===== src/rtl/mexp_pkg.sv =====
// shared constants for the modular exponentiation engine
// field widths, default parameter values and counter sizing; no dependencies
package mexp_pkg;

    // transaction field widths
    localparam int BASE_W  = 64;
    localparam int EXP_W   = 64;
    localparam int RES_W   = 32;
    localparam int CFG_W   = 32;
    localparam int S_DATA_W = BASE_W + EXP_W;

    // parameter defaults
    localparam int EXP_BITS_DEF = 64;
    localparam int MOD_BITS_DEF = 32;

    // step counter covers the base reduction, the longest pass
    localparam int CNT_W = $clog2(BASE_W);

endpackage


===== src/rtl/modular_exponentiation_engine.sv =====
// Modular exponentiation engine: base ** exponent mod modulus, right-to-left binary.
// One shared bit-serial modular multiply/reduce unit under a small sequencer.
// Depends on mexp_pkg.
//
// Usage:
//   Write the modulus on the cfg channel (i_cfg_valid/i_cfg_data, o_cfg_ready is
//   always high) while the block is idle; a write whose low MOD_BITS bits are zero
//   is dropped. Reset leaves the modulus at 1.
//   s_axis carries one item per transaction: tdata = {exponent, base_value}.
//   m_axis returns one power_result per item in the low 32 bits of tdata.
// Throughput and sequencing:
//   One item at a time; s_axis_tready is high only while the sequencer is idle.
//   The base is reduced first, then each exponent bit up to the highest set one
//   takes a decision step and a bit-serial square (the highest is not squared);
//   a set bit adds a bit-serial multiply and one more decision step. A zero
//   exponent goes straight from the base reduction to the result decision.
// Reset and stalls:
//   Synchronous active-low reset empties the output register and returns to idle.
//   A result waits in the output register; the sequencer holds the next one there.
module modular_exponentiation_engine #(
    parameter int EXP_BITS = mexp_pkg::EXP_BITS_DEF,
    parameter int MOD_BITS = mexp_pkg::MOD_BITS_DEF
) (
    input  logic                          i_clk,
    input  logic                          i_rst_n,
    // configuration write channel
    input  logic                          i_cfg_valid,
    output logic                          o_cfg_ready,
    input  logic [mexp_pkg::CFG_W-1:0]    i_cfg_data,
    // input items
    input  logic                          s_axis_tvalid,
    output logic                          s_axis_tready,
    input  logic [mexp_pkg::S_DATA_W-1:0] s_axis_tdata,   // base_value[63:0], exponent[127:64]
    // results
    output logic                          m_axis_tvalid,
    input  logic                          m_axis_tready,
    output logic [mexp_pkg::RES_W-1:0]    m_axis_tdata    // power_result[31:0]
);

    localparam int BASE_W = mexp_pkg::BASE_W;
    localparam int CNT_W  = mexp_pkg::CNT_W;
    localparam int U_W    = MOD_BITS + 2;

    // sequencer codes
    localparam logic [2:0] S_IDLE = 3'd0;
    localparam logic [2:0] S_RED  = 3'd1;
    localparam logic [2:0] S_CHK  = 3'd2;
    localparam logic [2:0] S_MUL  = 3'd3;
    localparam logic [2:0] S_SQR  = 3'd4;

    logic [2:0]          r_state, n_state;
    logic [CNT_W-1:0]    r_cnt, n_cnt;
    logic [BASE_W-1:0]   r_shf, n_shf;
    logic [MOD_BITS-1:0] r_part, n_part;
    logic [MOD_BITS-1:0] r_sq, n_sq;
    logic [MOD_BITS-1:0] r_acc, n_acc;
    logic [EXP_BITS-1:0] r_exp, n_exp;
    logic [MOD_BITS-1:0] r_mod;
    logic                r_ovld, n_ovld;
    logic [MOD_BITS-1:0] r_res, n_res;

    logic [MOD_BITS-1:0] addend;
    logic [U_W-1:0]      u_sum, u_m1, u_m2, u_d1, u_d2;
    logic [MOD_BITS-1:0] u_out;
    logic                out_free;

    assign o_cfg_ready   = 1'b1;
    assign s_axis_tready = (r_state == S_IDLE);
    assign m_axis_tvalid = r_ovld;
    assign m_axis_tdata  = mexp_pkg::RES_W'(r_res);
    assign out_free      = !r_ovld || m_axis_tready;

    // shared unit: (2 * part + addend) mod modulus, addend never above modulus
    always_comb begin
        if (r_state == S_RED) begin
            addend = MOD_BITS'(r_shf[BASE_W-1]);
        end else begin
            addend = r_shf[BASE_W-1] ? r_sq : '0;
        end
        u_sum = {1'b0, r_part, 1'b0} + U_W'(addend);
        u_m1  = U_W'(r_mod);
        u_m2  = {1'b0, r_mod, 1'b0};
        u_d1  = u_sum - u_m1;
        u_d2  = u_sum - u_m2;
        if (u_sum >= u_m2) begin
            u_out = u_d2[MOD_BITS-1:0];
        end else if (u_sum >= u_m1) begin
            u_out = u_d1[MOD_BITS-1:0];
        end else begin
            u_out = u_sum[MOD_BITS-1:0];
        end
    end

    // sequencer
    always_comb begin
        n_state = r_state;
        n_cnt   = r_cnt;
        n_shf   = r_shf;
        n_part  = r_part;
        n_sq    = r_sq;
        n_acc   = r_acc;
        n_exp   = r_exp;
        n_ovld  = r_ovld;
        n_res   = r_res;
        if (r_ovld && m_axis_tready) begin
            n_ovld = 1'b0;
        end
        case (r_state)
            S_IDLE: begin
                if (s_axis_tvalid) begin
                    n_shf   = s_axis_tdata[BASE_W-1:0];
                    n_exp   = s_axis_tdata[BASE_W +: EXP_BITS];
                    n_part  = '0;
                    n_acc   = MOD_BITS'(1);
                    n_cnt   = CNT_W'(BASE_W - 1);
                    n_state = S_RED;
                end
            end
            S_RED: begin
                n_part = u_out;
                n_shf  = {r_shf[BASE_W-2:0], 1'b0};
                n_cnt  = r_cnt - 1'b1;
                if (r_cnt == '0) begin
                    n_sq    = u_out;
                    n_state = S_CHK;
                end
            end
            S_CHK: begin
                n_part = '0;
                n_cnt  = CNT_W'(MOD_BITS - 1);
                if (r_exp == '0) begin
                    // no set bit left: hand over the result
                    if (out_free) begin
                        n_res   = r_acc;
                        n_ovld  = 1'b1;
                        n_state = S_IDLE;
                    end
                end else if (r_exp[0]) begin
                    n_shf    = {r_acc, (BASE_W - MOD_BITS)'(0)};
                    n_exp[0] = 1'b0;
                    n_state  = S_MUL;
                end else begin
                    n_shf   = {r_sq, (BASE_W - MOD_BITS)'(0)};
                    n_exp   = r_exp >> 1;
                    n_state = S_SQR;
                end
            end
            S_MUL: begin
                n_part = u_out;
                n_shf  = {r_shf[BASE_W-2:0], 1'b0};
                n_cnt  = r_cnt - 1'b1;
                if (r_cnt == '0) begin
                    n_acc   = u_out;
                    n_state = S_CHK;
                end
            end
            S_SQR: begin
                n_part = u_out;
                n_shf  = {r_shf[BASE_W-2:0], 1'b0};
                n_cnt  = r_cnt - 1'b1;
                if (r_cnt == '0) begin
                    n_sq    = u_out;
                    n_state = S_CHK;
                end
            end
            default: begin
                n_state = S_IDLE;
            end
        endcase
    end

    // control registers
    always_ff @(posedge i_clk) begin
        if (!i_rst_n) begin
            r_state <= S_IDLE;
            r_ovld  <= 1'b0;
            r_mod   <= MOD_BITS'(1);
        end else begin
            r_state <= n_state;
            r_ovld  <= n_ovld;
            // zero modulus writes are dropped
            if (i_cfg_valid && (i_cfg_data[MOD_BITS-1:0] != '0)) begin
                r_mod <= i_cfg_data[MOD_BITS-1:0];
            end
        end
    end

    // datapath registers
    always_ff @(posedge i_clk) begin
        r_cnt  <= n_cnt;
        r_shf  <= n_shf;
        r_part <= n_part;
        r_sq   <= n_sq;
        r_acc  <= n_acc;
        r_exp  <= n_exp;
        r_res  <= n_res;
    end

endmodule


===== config.mk =====
export PLATFORM = sky130hd
export DESIGN_NAME = modular_exponentiation_engine
export DESIGN_NICKNAME = d
export VERILOG_FILES = /design/src/rtl/mexp_pkg.sv /design/src/rtl/modular_exponentiation_engine.sv
export SDC_FILE = /design/constraint.sdc
export NUM_CORES = 1
export LEC_CHECK = 0
export ABC_AREA = 1
export ABC_CLOCK_PERIOD_IN_PS = 5100
export BUFFER_PORTS_ARGS = -buffer_cell sky130_fd_sc_hd__buf_2
export CORE_MARGIN = 4
export CORE_UTILIZATION = 25
export DETAILED_ROUTE_END_ITERATION = 8
export PLACE_DENSITY = 0.39
export REMOVE_ABC_BUFFERS = 1
export SETUP_SLACK_MARGIN = 0.02
export SYNTH_ARGS = -nofsm -noshare
export SYNTH_HDL_FRONTEND = slang
export SYNTH_SLANG_ARGS = --single-unit

===== constraint.sdc =====
create_clock -name i_clk -period 5.1 [get_ports i_clk]
set_clock_uncertainty 0.05 [all_clocks]
set_input_delay 0.255 -clock i_clk [delete_from_list [all_inputs] [get_ports i_clk]]
set_output_delay 0.255 -clock i_clk [all_outputs]
set_load 0.01 [all_outputs]

# After elaboration in Yosys (flattened, before gate mapping)
# Cells that the tools add are included.
op_classes:
  addsub: 4
  order_cmp: 2
  eq_ne: 10
  mux: 30
  reduce_logical: 21
ops:
  columns: ["cell", "count"]
  rows:
  - ["$mux 64", 5]
  - ["$mux 32", 7]
  - ["$pmux 64 s3", 1]
  - ["$pmux 64 s2", 1]
  - ["$pmux 32 s3", 1]
  - ["$logic_not 64->1", 1]
  - ["$pmux 32 s2", 1]
  - ["$sub 32x32->32", 2]
  - ["$mux 63", 1]
  - ["$add 33x32->34", 1]
  - ["$ge 34x32->1", 1]
  - ["$ge 34x33->1", 1]
  - ["$reduce_bool 32->1", 1]
  - ["$pmux 6 s3", 1]
  - ["$mux 3", 5]
  - ["$reduce_and 3->1", 5]
  - ["$pmux 3 s3", 1]
  - ["$ne 2x2->1 const B", 4]
  - ["$eq 3x2->1 const B", 2]
  - ["$logic_not 6->1", 1]
  - ["$mux 6", 1]
  - ["$sub 6x1->6 const B", 1]
  - ["$mux 1", 5]
  - ["$reduce_and 2->1", 2]
  - ["13 further kinds", 15]
totals:
  ff_bits: 298
  in_bits: 165
  elab_cells: 78

# Logic depth before layout (Yosys ltp)
# Gate-level depths: netlist (run 1).
logic_depth:
  depth_word: 8
  mapped_depth: 39
  mapped_depth_nobuf: 37

# Worst setup path before layout (run 1)
# No wires, ideal clock.
synth_timing:
  path_kind: "flip-flop to flip-flop"
  start: "register r_state[1]"
  end: "register r_exp[10] (enable)"
  setup_ps: 484
  arrival_time_ps: 4203
  required_time_ps: 4566
  slack_ps: 363
  stages_incl_launch_ff: 8
  n_path_buf: 1
  synth_period_minus_slack_ps: 4737
  path_cell_list: "dfxtp_1 -> inv_1 -> nor3_2 -> inv_2 -> nor2_1 -> clkbuf_1 -> nor2_1 -> nor2_1"
synth_via:
  elab_chain_len: 3
synth_rtl:
  columns: ["element", "line_no", "text"]
  rows:
  - ["start, declared", "modular_exponentiation_engine.sv:51", "logic [2:0] r_state, n_state;"]
  - ["start signal, assigned", "modular_exponentiation_engine.sv:179", "r_state <= n_state;"]
  - ["$eq 3x2->1 / $logic_not 3->1 (equally long branches)", "modular_exponentiation_engine.sv:108", "case (r_state)"]
  - ["$ne 2x2->1 (no line) / $reduce_bool 2->1 (equally long branches)", null, null]
  - ["$reduce_and 4->1 (no line) *", null, null]
  - ["end signal, assigned", "modular_exponentiation_engine.sv:195", "r_exp <= n_exp;"]
  - ["end, declared", "modular_exponentiation_engine.sv:57", "logic [EXP_BITS-1:0] r_exp, n_exp;"]
# Every way passes the cells marked *; elsewhere a longest branch is shown, timed or not.
# A chain may end at the register's enable or synchronous reset.

# Worst setup path after layout (run 1)
layout_timing:
  start: "register r_state[0]"
  end: "register r_acc[4], data pin"
layout_via:
  elab_chain_len: 8
layout_rtl:
  columns: ["element", "line_no", "text"]
  rows:
  - ["$eq 3x1->1", "modular_exponentiation_engine.sv:75", "if (r_state == S_RED) begin"]
  - ["$mux 32", "modular_exponentiation_engine.sv:75", null]
  - ["$add 33x32->34", "modular_exponentiation_engine.sv:80", "u_sum = {1'b0, r_part, 1'b0} + U_W'(addend);"]
  - ["$sub 32x32->32 / $ge 34x32->1 (equally long branches)", "modular_exponentiation_engine.sv:83, modular_exponentiation_engine.sv:87", null]
  - ["$mux 32", "modular_exponentiation_engine.sv:87", "end else if (u_sum >= u_m1) begin"]
  - ["$mux 32", "modular_exponentiation_engine.sv:85", "if (u_sum >= u_m2) begin"]
  - ["$mux 32", "modular_exponentiation_engine.sv:152", "if (r_cnt == '0) begin"]
  - ["$pmux 32 s2 *", "modular_exponentiation_engine.sv:108", null]
  - ["end signal, assigned", "modular_exponentiation_engine.sv:194", "r_acc <= n_acc;"]
  - ["end, declared", "modular_exponentiation_engine.sv:56", "logic [MOD_BITS-1:0] r_acc, n_acc;"]
# Every way passes the cells marked *; elsewhere a longest branch is shown, timed or not. The select of a mux whose other input is x is not followed.

==> impl_metrics.tcl, run 1 <==
set metrics [dict create \
    dpl.hpwl_um 59100 \
    post_drt_wl_per_cell_um 18.2 \
    via_per_inst 4.44 \
    drtAntennaViolNets 0 \
    grt.overflow.total 0 \
    crit_top_cell "nand2_1" \
    r2r_slack_ns 0.38 \
    critPathMaxStageDelay_ns 0.35 \
    timing.rr.start "r_state[0]" \
    drv_slew 0 \
    r2r_cells 34 \
    grt_pass1_wl_um 112000 \
    required_ns 5.34 \
    ys_ff_latch 298 \
    core-area_mm2 0.0778 \
    dr.pass1.iters 5 \
    synth_cell_types 57 \
    hold_path.class "primary input to flip-flop" \
    finalCriticalPeriod_ns 4.72 \
    slew_headroom_pct 23.4 \
    yosysWarnings 0 \
    yosysTopAreaCellShare_pct 39.8 \
    final_cell_mix "nand2_1 (752), inv_1 (335), edfxtp_1 (262)" \
    cts_root_buf "clkbuf_16" \
    fp-row-count 102 \
    synthFlopType "edfxtp_1" \
    clkLatencyLatePin_ns 0.57 \
    drc 0 \
    die_w_um 289 \
    cts_buffers 38 \
    post-route-period-util_pct 92.5 \
    antenna_found_initial 2 \
    vias 18300 \
    min_to "m_axis_tvalid" \
    critPathLaunchType "flip-flop" \
    initialDrtViolationCount 852 \
    rsz0062_at_grt "false" \
    grt_pass1_vias 19000 \
    hold_depth 3 \
    synth_cells 2490 \
    async_flop_share_pct 0 \
    syn_to_final_growth_pct 35.9 \
    synth_area_per_cell_um2 7.94 \
    dieArea_mm2 0.0836 \
    finalHoldViolCount 0 \
    cts_num_sinks 298 \
    layoutNonFillerInstCount 4108 \
    ys_seq_area_share_pct 43.5 \
    initial_core_util_pct 25.4 \
    io_pins 200 \
    io_buffers 198 \
    status "complete, no violations" \
    drive_gt1_share_pct 23.7 \
    clkTransAtPathRegs_ns 0.06 \
    critPathArrivalTime_ns 4.96 \
    mostFrequentLayoutCell "nand2_1" \
    layout.nets 3304 \
    setup_violations 0 \
    htreeDepth 2 \
    place_congestion 0.897 \
    maxCapViolations 0 \
    synthTopCellsByArea "edfxtp_1 (40%), nand2_1 (15%), inv_1 (6.4%)" \
    r2r-end "r_acc[4]" \
    netlist_area_mm2 0.0198 \
    synth_top_area_cell "edfxtp_1" \
    synth-edff-count 262 \
    dp.cells 3868 \
    crit_slowest_cell "dfxtp_1" \
    worst_slew_pin_slew_ns 1.15 \
    holdWs_ns 0.0417 \
    hold_start "m_axis_tready" \
    crit_fanout 28 \
    routed_wl_um 74800 \
    clockBufferDepth 3 \
    fmax_ghz 0.212 \
    die_h_um 289 \
    crit_type "flip-flop to flip-flop" \
    grt_max_degree 64 \
    final_core_util_pct 34.5 \
    endpoint_kind "flip-flop" \
    grt.total_usage_pct 17.6 \
    cts_tree "yes" \
]
-- logic make-up after synthesis --
| kind of cell | count (synthesis) | synth area share [%] |
|---|---|---|
| adder cells (fa/ha/maj) | 100 | 6.44 |
| XOR/XNOR | 63 | 2.79 |
| AO/OA/AOI/OAI | 305 | 9.16 |
| AND/OR/NAND/NOR | 1302 | 29.6 |
| other | 1 | 0.0190 |
| buffers and inverters | 421 | 8.49 |
| flip-flops | 298 | 43.5 |
-- per-layer routing --
| metal | up-vias | GRT usage (%) | share of wire [%] |
|---|---|---|---|
| met2 | 296 | 30.3 | 48 |
| met4 | 0 | 4.66 | 2.6 |
| met3 | 90 | 1.77 | 2.8 |
| met5 | - | 0 | 0 |
| li1 | 9270 | - | - |
| met1 | 8599 | 23.5 | 47 |
-- cell type report --
| class | count | area, um2 |
|---|---|---|
| antenna | 1 | 2.50 |
| clock buffer | 44 | 973 |
| clock inverter | 24 | 216 |
| fill | 8269 | 51000 |
| inverter | 361 | 1360 |
| multi-input combinational | 1774 | 10100 |
| sequential | 298 | 8590 |
| tap | 1040 | 1300 |
| timing repair buffer | 566 | 4290 |
-- Yosys cell counts, types with 4 or more instances --
master / instances
or2_2: 9
nand3_2: 29
a31oi_1: 4
a21oi_1: 125
dfxtp_1: 36
a21oi_2: 10
nand2_2: 59
a21boi_0: 4
o21ai_0: 87
nand4_1: 54
inv_2: 20
ha_1: 97
nand3b_1: 6
nand2_4: 7
buf_2: 4
buf_6: 4
nand2_1: 780
xor2_1: 46
nor2_2: 7
edfxtp_1: 262
nor3_1: 20
xnor2_1: 17
o21ai_1: 4
a21o_1: 5
nand3_1: 110
clkbuf_1: 46
o21bai_1: 22
a22oi_1: 5
a22o_1: 32
nor4_1: 20
nor2_1: 180
nor3_2: 5
inv_1: 339
-- worst max-delay path by stage --
| stage | startpoint | end | slack (ns) | depth (start not counted) |
|---|---|---|---|---|
| 3_5_place_dp | r_state[0] | r_acc[0] | -0.03 | 34 |
| 3_3_place_gp | r_state[0] | r_acc[27] | -0.06 | 33 |
| 2_1_floorplan | r_state[1] | r_exp[10] | -1.72 | 6 |
| 5_1_grt | r_state[0] | r_acc[0] | 0.03 | 37 |
| 6_report | r_state[0] | r_acc[4] | 0.38 | 34 |
| 4_1_cts | r_state[0] | r_acc[27] | 0.07 | 33 |
-- sequential cells by signal, summed over array words and instances, names as in the netlist --
name           cells
r_mod             32
r_sq              32
r_cnt              6
r_acc             32
m_axis_tvalid      1
m_axis_tdata      32
r_exp             64
r_shf             64
r_part            32
r_state            3
-- repair_timing --
| item | in CTS | in global routing |
|---|---|---|
| pin swaps | 2 | 15 |
| hold endpoints to repair | 158 | 0 |
| hold buffers | 159 | 0 |
| cloned | 2 | 3 |
| gates resized for setup | 1 | 116 |
| endpoints found under the setup margin | 40 | 96 |
| setup buffers | 0 | 7 |
-- metrics by stage --
step                      TNS [ns]  setup WS [ns]  instance area [um2]
after CTS                        0         0.0661                26200
after global routing             0         0.0287                26900
after floorplan            -108.64          -1.72                19400
final                            0          0.381                26900
after detailed placement    -0.165        -0.0342                23400
after global placement      -0.422        -0.0606                23400
-- critical path, delay by kind of cell (launching register included) --
family / cells / cell delay [ns]
AND/OR/NAND/NOR: 18 / 1.79
buffers and inverters: 11 / 1.26
adder cells (fa/ha/maj): 2 / 0.55
flip-flops: 1 / 0.35
AO/OA/AOI/OAI: 2 / 0.24
XOR/XNOR: 1 / 0.16
Power of run 1 is left out: the tool's default activity adds up to more than one toggle a clock period on the data nets, which glitch-free logic cannot reach.
==> inputs of run 2 (changes only) <==
Settings changed: BUFFER_PORTS_ARGS -buffer_cell sky130_fd_sc_hd__buf_2 to -buffer_cell sky130_fd_sc_hd__clkbuf_2.
==> run 2 against run 1 <==
Effect of this change: design area is 2.0% higher; cell count hardly changed; via count is 1.2% higher; setup slack worse by 0.20 ns; die area stayed put; critical path type unchanged; worst hold slack worse by 0.010 ns; non-clock buffer count is 2 lower; utilization is 0.70 points higher; largest cell class unchanged; sequential share of layout area is 0.64 points lower; fmax is 4.1% lower; flip-flop and latch count stayed put.
==> impl_metrics.tcl, run 2 (synthesized netlist as in run 1, its figures left out) <==
set metrics [dict create \
    place_congestion 0.894 \
    critPathMaxStageDelay_ns 0.34 \
    cts_tree "yes" \
    endpoint_kind "flip-flop" \
    drc 0 \
    critPathArrivalTime_ns 5.16 \
    post_drt_wl_per_cell_um 18.9 \
    layoutNonFillerInstCount 4110 \
    dr.pass1.iters 5 \
    io_buffers 198 \
    die_h_um 289 \
    cts_buffers 40 \
    die_w_um 289 \
    cts_root_buf "clkbuf_16" \
    crit_slowest_cell "dfxtp_1" \
    finalHoldViolCount 0 \
    htreeDepth 2 \
    mostFrequentLayoutCell "nand2_1" \
    clkTransAtPathRegs_ns 0.06 \
    vias 18500 \
    via_per_inst 4.50 \
    grt.overflow.total 0 \
    post-route-period-util_pct 96.5 \
    grt_max_degree 64 \
    hold_path.class "primary input to flip-flop" \
    maxCapViolations 0 \
    setup_violations 0 \
    drv_slew 0 \
    initial_core_util_pct 25.4 \
    status "complete, no violations" \
    crit_top_cell "nand2_1" \
    grt_pass1_wl_um 114000 \
    core-area_mm2 0.0778 \
    top_regs "r_exp: 64 flops, r_shf: 64 flops" \
    crit_type "flip-flop to flip-flop" \
    r2r_slack_ns 0.18 \
    grt_pass1_vias 19000 \
    dp.cells 3855 \
    clkLatencyLatePin_ns 0.58 \
    layout.nets 3304 \
    required_ns 5.34 \
    critPathLaunchType "flip-flop" \
    drive_gt1_share_pct 25.7 \
    io_pins 200 \
    antenna_found_initial 2 \
    finalCriticalPeriod_ns 4.92 \
    crit_fanout 27 \
    fp-row-count 102 \
    clockBufferDepth 3 \
    dpl.hpwl_um 60500 \
    dieArea_mm2 0.0836 \
    worst_slew_pin_slew_ns 1.26 \
    final_cell_mix "nand2_1 (734), inv_1 (331), edfxtp_1 (262)" \
    drtAntennaViolNets 0 \
    initialDrtViolationCount 910 \
    routed_wl_um 77600 \
    grt.total_usage_pct 18.0 \
    syn_to_final_growth_pct 38.7 \
    fmax_ghz 0.203 \
    slew_headroom_pct 15.7 \
    cts_num_sinks 298 \
]
==> run 2: cell count changes in the layout (fill, tap and decap cells not counted), moves of 7 or more <==
| cell | change |
|---|---|
| buf_2 | -197 |
| clkbuf_2 | +198 |
| ha_1 | -14 |
| ha_4 | +20 |
| nand2_1 | -18 |
| nand2_2 | +13 |
| nand3_1 | -8 |
| nand3_2 | +7 |
| nor2_1 | -10 |
| nor2_4 | +8 |
==> run 2: final timing paths <==
| path | cells after the start | start | endpoint |
|---|---|---|---|
| worst max-delay path | 34 | r_state[0] | r_acc[10] |
| worst min-delay path | 3 | s_axis_tdata[52] | r_shf[52] |
| worst max register to register | 34 | r_state[0] | r_acc[10] |
| worst min register to register | 0 | r_acc[0] | m_axis_tdata[0] |
==> run 2: area by class of cell <==
cell class / instances / area, um2
fillers: 8316 / 50400
repair buffers: 564 / 4260
inverters: 361 / 1370
flip-flops and latches: 298 / 8590
diodes: 3 / 7.51
clock inverters: 17 / 180
multi-input cells: 1774 / 10600
clock buffers: 53 / 1070
well taps: 1040 / 1300
==> run 2: repair_timing <==
action / 4_1_cts / 5_1_grt
setup buffers: 5 / 14
gates cloned: 2 / 2
hold buffers: 159 / 0
hold endpoints to repair: 158 / 0
gates resized for setup: 27 / 190
pin swaps: 4 / 29
endpoints found under the setup margin: 96 / 96
==> run 2: per-stage QoR <==
| step | TNS [ns] | utilization, % | area [um2] | worst slack [ns] | hold WS, ns |
|---|---|---|---|---|---|
| after global routing | -0.00355 | 35.2 | 27400 | -0.00251 | 0.00633 |
| after CTS | 0 | 33.8 | 26300 | 0.0141 | 0.00675 |
| final | 0 | 35.2 | 27400 | 0.178 | 0.0313 |
| after detailed placement | -35.65 | 29.9 | 23300 | -0.523 | 0.385 |
| after floorplan | -108.64 | - | 19400 | -1.72 | 0.289 |
| after global placement | -44.81 | 29.9 | 23300 | -0.617 | 0.385 |
==> run 2: critical path: cells and delay by family, from the launching register on <==
kind,cells,cell delay [ns]
compound gates,1,0.07
fa+ha+maj,2,0.59
buf+inv,10,1.00
flops,1,0.34
simple gates,21,2.55
==> run 2: layer usage <==
layer	routed length, um	vias up	track usage, %
li1	-	9265	-
met1	36800	8820	24.5
met2	36100	308	30.1
met3	2690	86	2.11
met4	2100	0	5.58
met5	0	-	0
Power of run 2 is left out for the same reason.
==> inputs of run 3 (changes only) <==
Settings changed: ABC_AREA 1 to not set, PLACE_DENSITY 0.39 to 0.4.
==> run 3 against run 2 <==
Effect of this change: the flow now finishes with violations (setup timing); first-iteration DRC count up 1.2%; utilization up 4.9 points; wire length down 7.4%; worst hold slack better by 0.022 ns; non-clock buffer count up 269; sequential share of layout area down 2.1 points; area after synthesis down 6.2%.
==> impl_metrics.tcl, run 3 <==
set metrics [dict create \
    grt_pass1_vias 18100 \
    dieArea_mm2 0.0786 \
    io_buffers 198 \
    endpoint_kind "flip-flop" \
    dp.cells 3383 \
    yosysMostFrequentCell "nand2_1" \
    yosysWarnings 0 \
    dpl.hpwl_um 52500 \
    htreeDepth 2 \
    worst_slew_pin_slew_ns 0.975 \
    crit_family "simple AND/OR/NAND/NOR gates" \
    setup_slack_ns -0.529 \
    post-route-period-util_pct 110 \
    vias 17500 \
    cts_tree "yes" \
    crit_fanout 8 \
    routed_wl_um 71900 \
    initial_core_util_pct 25.3 \
    syn_to_final_growth_pct 58.5 \
    place_congestion 0.889 \
    layoutNonFillerInstCount 3662 \
    layout.nets 2940 \
    clockBufferDepth 3 \
    synth_cell_types 82 \
    violations "setup timing" \
    synth_cells 1893 \
    die_w_um 280 \
    cts_buffers 39 \
    yosysTopAreaCellShare_pct 42.5 \
    top_regs "r_exp: 64 flops, r_shf: 64 flops" \
    timing.rr.start "r_state[2]" \
    antenna_found_initial 3 \
    final_cell_mix "buf_4 (414), nand2_1 (315), edfxtp_1 (262)" \
    drc 0 \
    final_cell_area_mm2 0.0294 \
    r2r_slack_ns -0.53 \
    core-area_mm2 0.0732 \
    fmax_ghz 0.178 \
    synth_common_cells "nand2_1 (324), edfxtp_1 (262), a21oi_1 (109)" \
    critPathMaxStageDelay_ns 0.40 \
    critPathLaunchType "flip-flop" \
    drv_slew 0 \
    clkTransAtPathRegs_ns 0.06 \
    synth-edff-count 262 \
    startpoint "r_state[2]" \
    via_per_inst 4.79 \
    dr.pass1.iters 5 \
    io_pins 200 \
    post_drt_wl_per_cell_um 19.6 \
    async_flop_share_pct 0 \
    required_ns 5.32 \
    drtAntennaViolNets 0 \
    place_area_mm2 0.0237 \
    grt.total_usage_pct 17.7 \
    grt_pass1_wl_um 108000 \
    drive_gt1_share_pct 38.7 \
    fp-row-count 99 \
    fill_cells 7188 \
    pre_cts_ws_ns -1.85 \
    synth_top_area_cell "edfxtp_1" \
    slew_headroom_pct 35.0 \
    synthTopCellsByArea "edfxtp_1 (42%), nand2_1 (6.6%), ha_1 (6.5%)" \
    status "finished with violations" \
    path_buf_inv 7 \
    initialDrtViolationCount 921 \
    rsz0062_at_grt "true" \
    crit_type "flip-flop to flip-flop" \
    regArea_mm2 0.00859 \
    netlist_area_mm2 0.0185 \
    ys_ff_latch 298 \
    cts_root_buf "clkbuf_16" \
    cts_num_sinks 298 \
    grt.overflow.total 0 \
    critPathArrivalTime_ns 5.85 \
    maxCapViolations 0 \
    hold_start "s_axis_tdata[52]" \
    finalHoldViolCount 0 \
    crit_slowest_cell "or4_4" \
    clkLatencyLatePin_ns 0.57 \
    multi_input_area_mm2 0.0116 \
    synthFlopType "edfxtp_1" \
    hold_path.class "primary input to flip-flop" \
    die_h_um 280 \
    synth_area_per_cell_um2 9.79 \
    grt_max_degree 80 \
    ys_seq_area_share_pct 46.3 \
    mostFrequentLayoutCell "buf_4" \
    finalCriticalPeriod_ns 5.63 \
    setup_violations 96 \
]
-- run 3: cell types whose count changed in the layout (fill, tap and decap cells not counted), sizes merged, moves of 53 or more --
cell,previous run,this run
nand2,851,325
inv,361,67
nor2,193,82
nand3,140,62
a211oi,1,54
buf,206,475
mux2i,0,84
-- run 3: cell type report --
| type | count | area share, % |
|---|---|---|
| timing repair buffer | 833 | 22.5 |
| inverter | 66 | 0.852 |
| clock inverter | 17 | 0.375 |
| sequential | 298 | 29.2 |
| clock buffer | 51 | 3.48 |
| multi-input combinational | 1437 | 39.4 |
| tap | 959 | 4.09 |
| antenna | 1 | 0.00852 |
-- run 3: through the flow --
step           hold slack [ns]  utilization [%]  setup TNS [ns]
2_1_floorplan            0.267                -         -768.04
3_3_place_gp             0.390             32.3         -165.90
3_5_place_dp             0.391             32.3         -155.27
4_1_cts                 0.0530             38.7          -51.56
5_1_grt                 0.0542             40.1          -60.04
6_report                0.0529             40.1          -41.83
-- run 3: what timing repair did --
item | CTS | global route
hold buffers | 159 | 0
gates resized for setup | 310 | 168
gates cloned | 7 | 1
buffers inserted | 35 | 31
endpoints found under the hold margin | 159 | 0
pin swaps | 124 | 94
endpoints found under the setup margin | 96 | 96
-- run 3: final timing paths --
path / to / depth (start not counted)
worst min register to register: m_axis_tdata[10] / 0
worst max register to register: r_part[0] / 29
worst min-delay path: r_shf[52] / 3
worst max-delay path: r_part[0] / 29
-- run 3: worst min-delay path: stages --
cell      delay (ns)
clkbuf_2        0.08
a22oi_1         0.08
o21ai_0         0.13
-- run 3: cells by family (layout without fill, tap and decap cells) --
kind of cell	count (synthesis)	after routing	share of synthesized area, %
simple gates	701	701	17.7
compound gates	479	479	17.6
flops	298	298	46.3
buf+inv	158	967	3.54
fa+ha+maj	100	100	6.87
mux	84	84	4.54
xor+xnor	72	72	3.40
other cells	1	2	0.0202
-- run 3: per-layer routing --
layer | global-route usage [%] | part of all wire [%] | up-vias
met1 | 24.3 | 47 | 8490
met2 | 29.6 | 47 | 338
met3 | 2.85 | 4.0 | 85
li1 | - | - | 8612
met5 | 0 | 0 | -
met4 | 3.98 | 2.2 | 0
Power of run 3 is left out for the same reason.
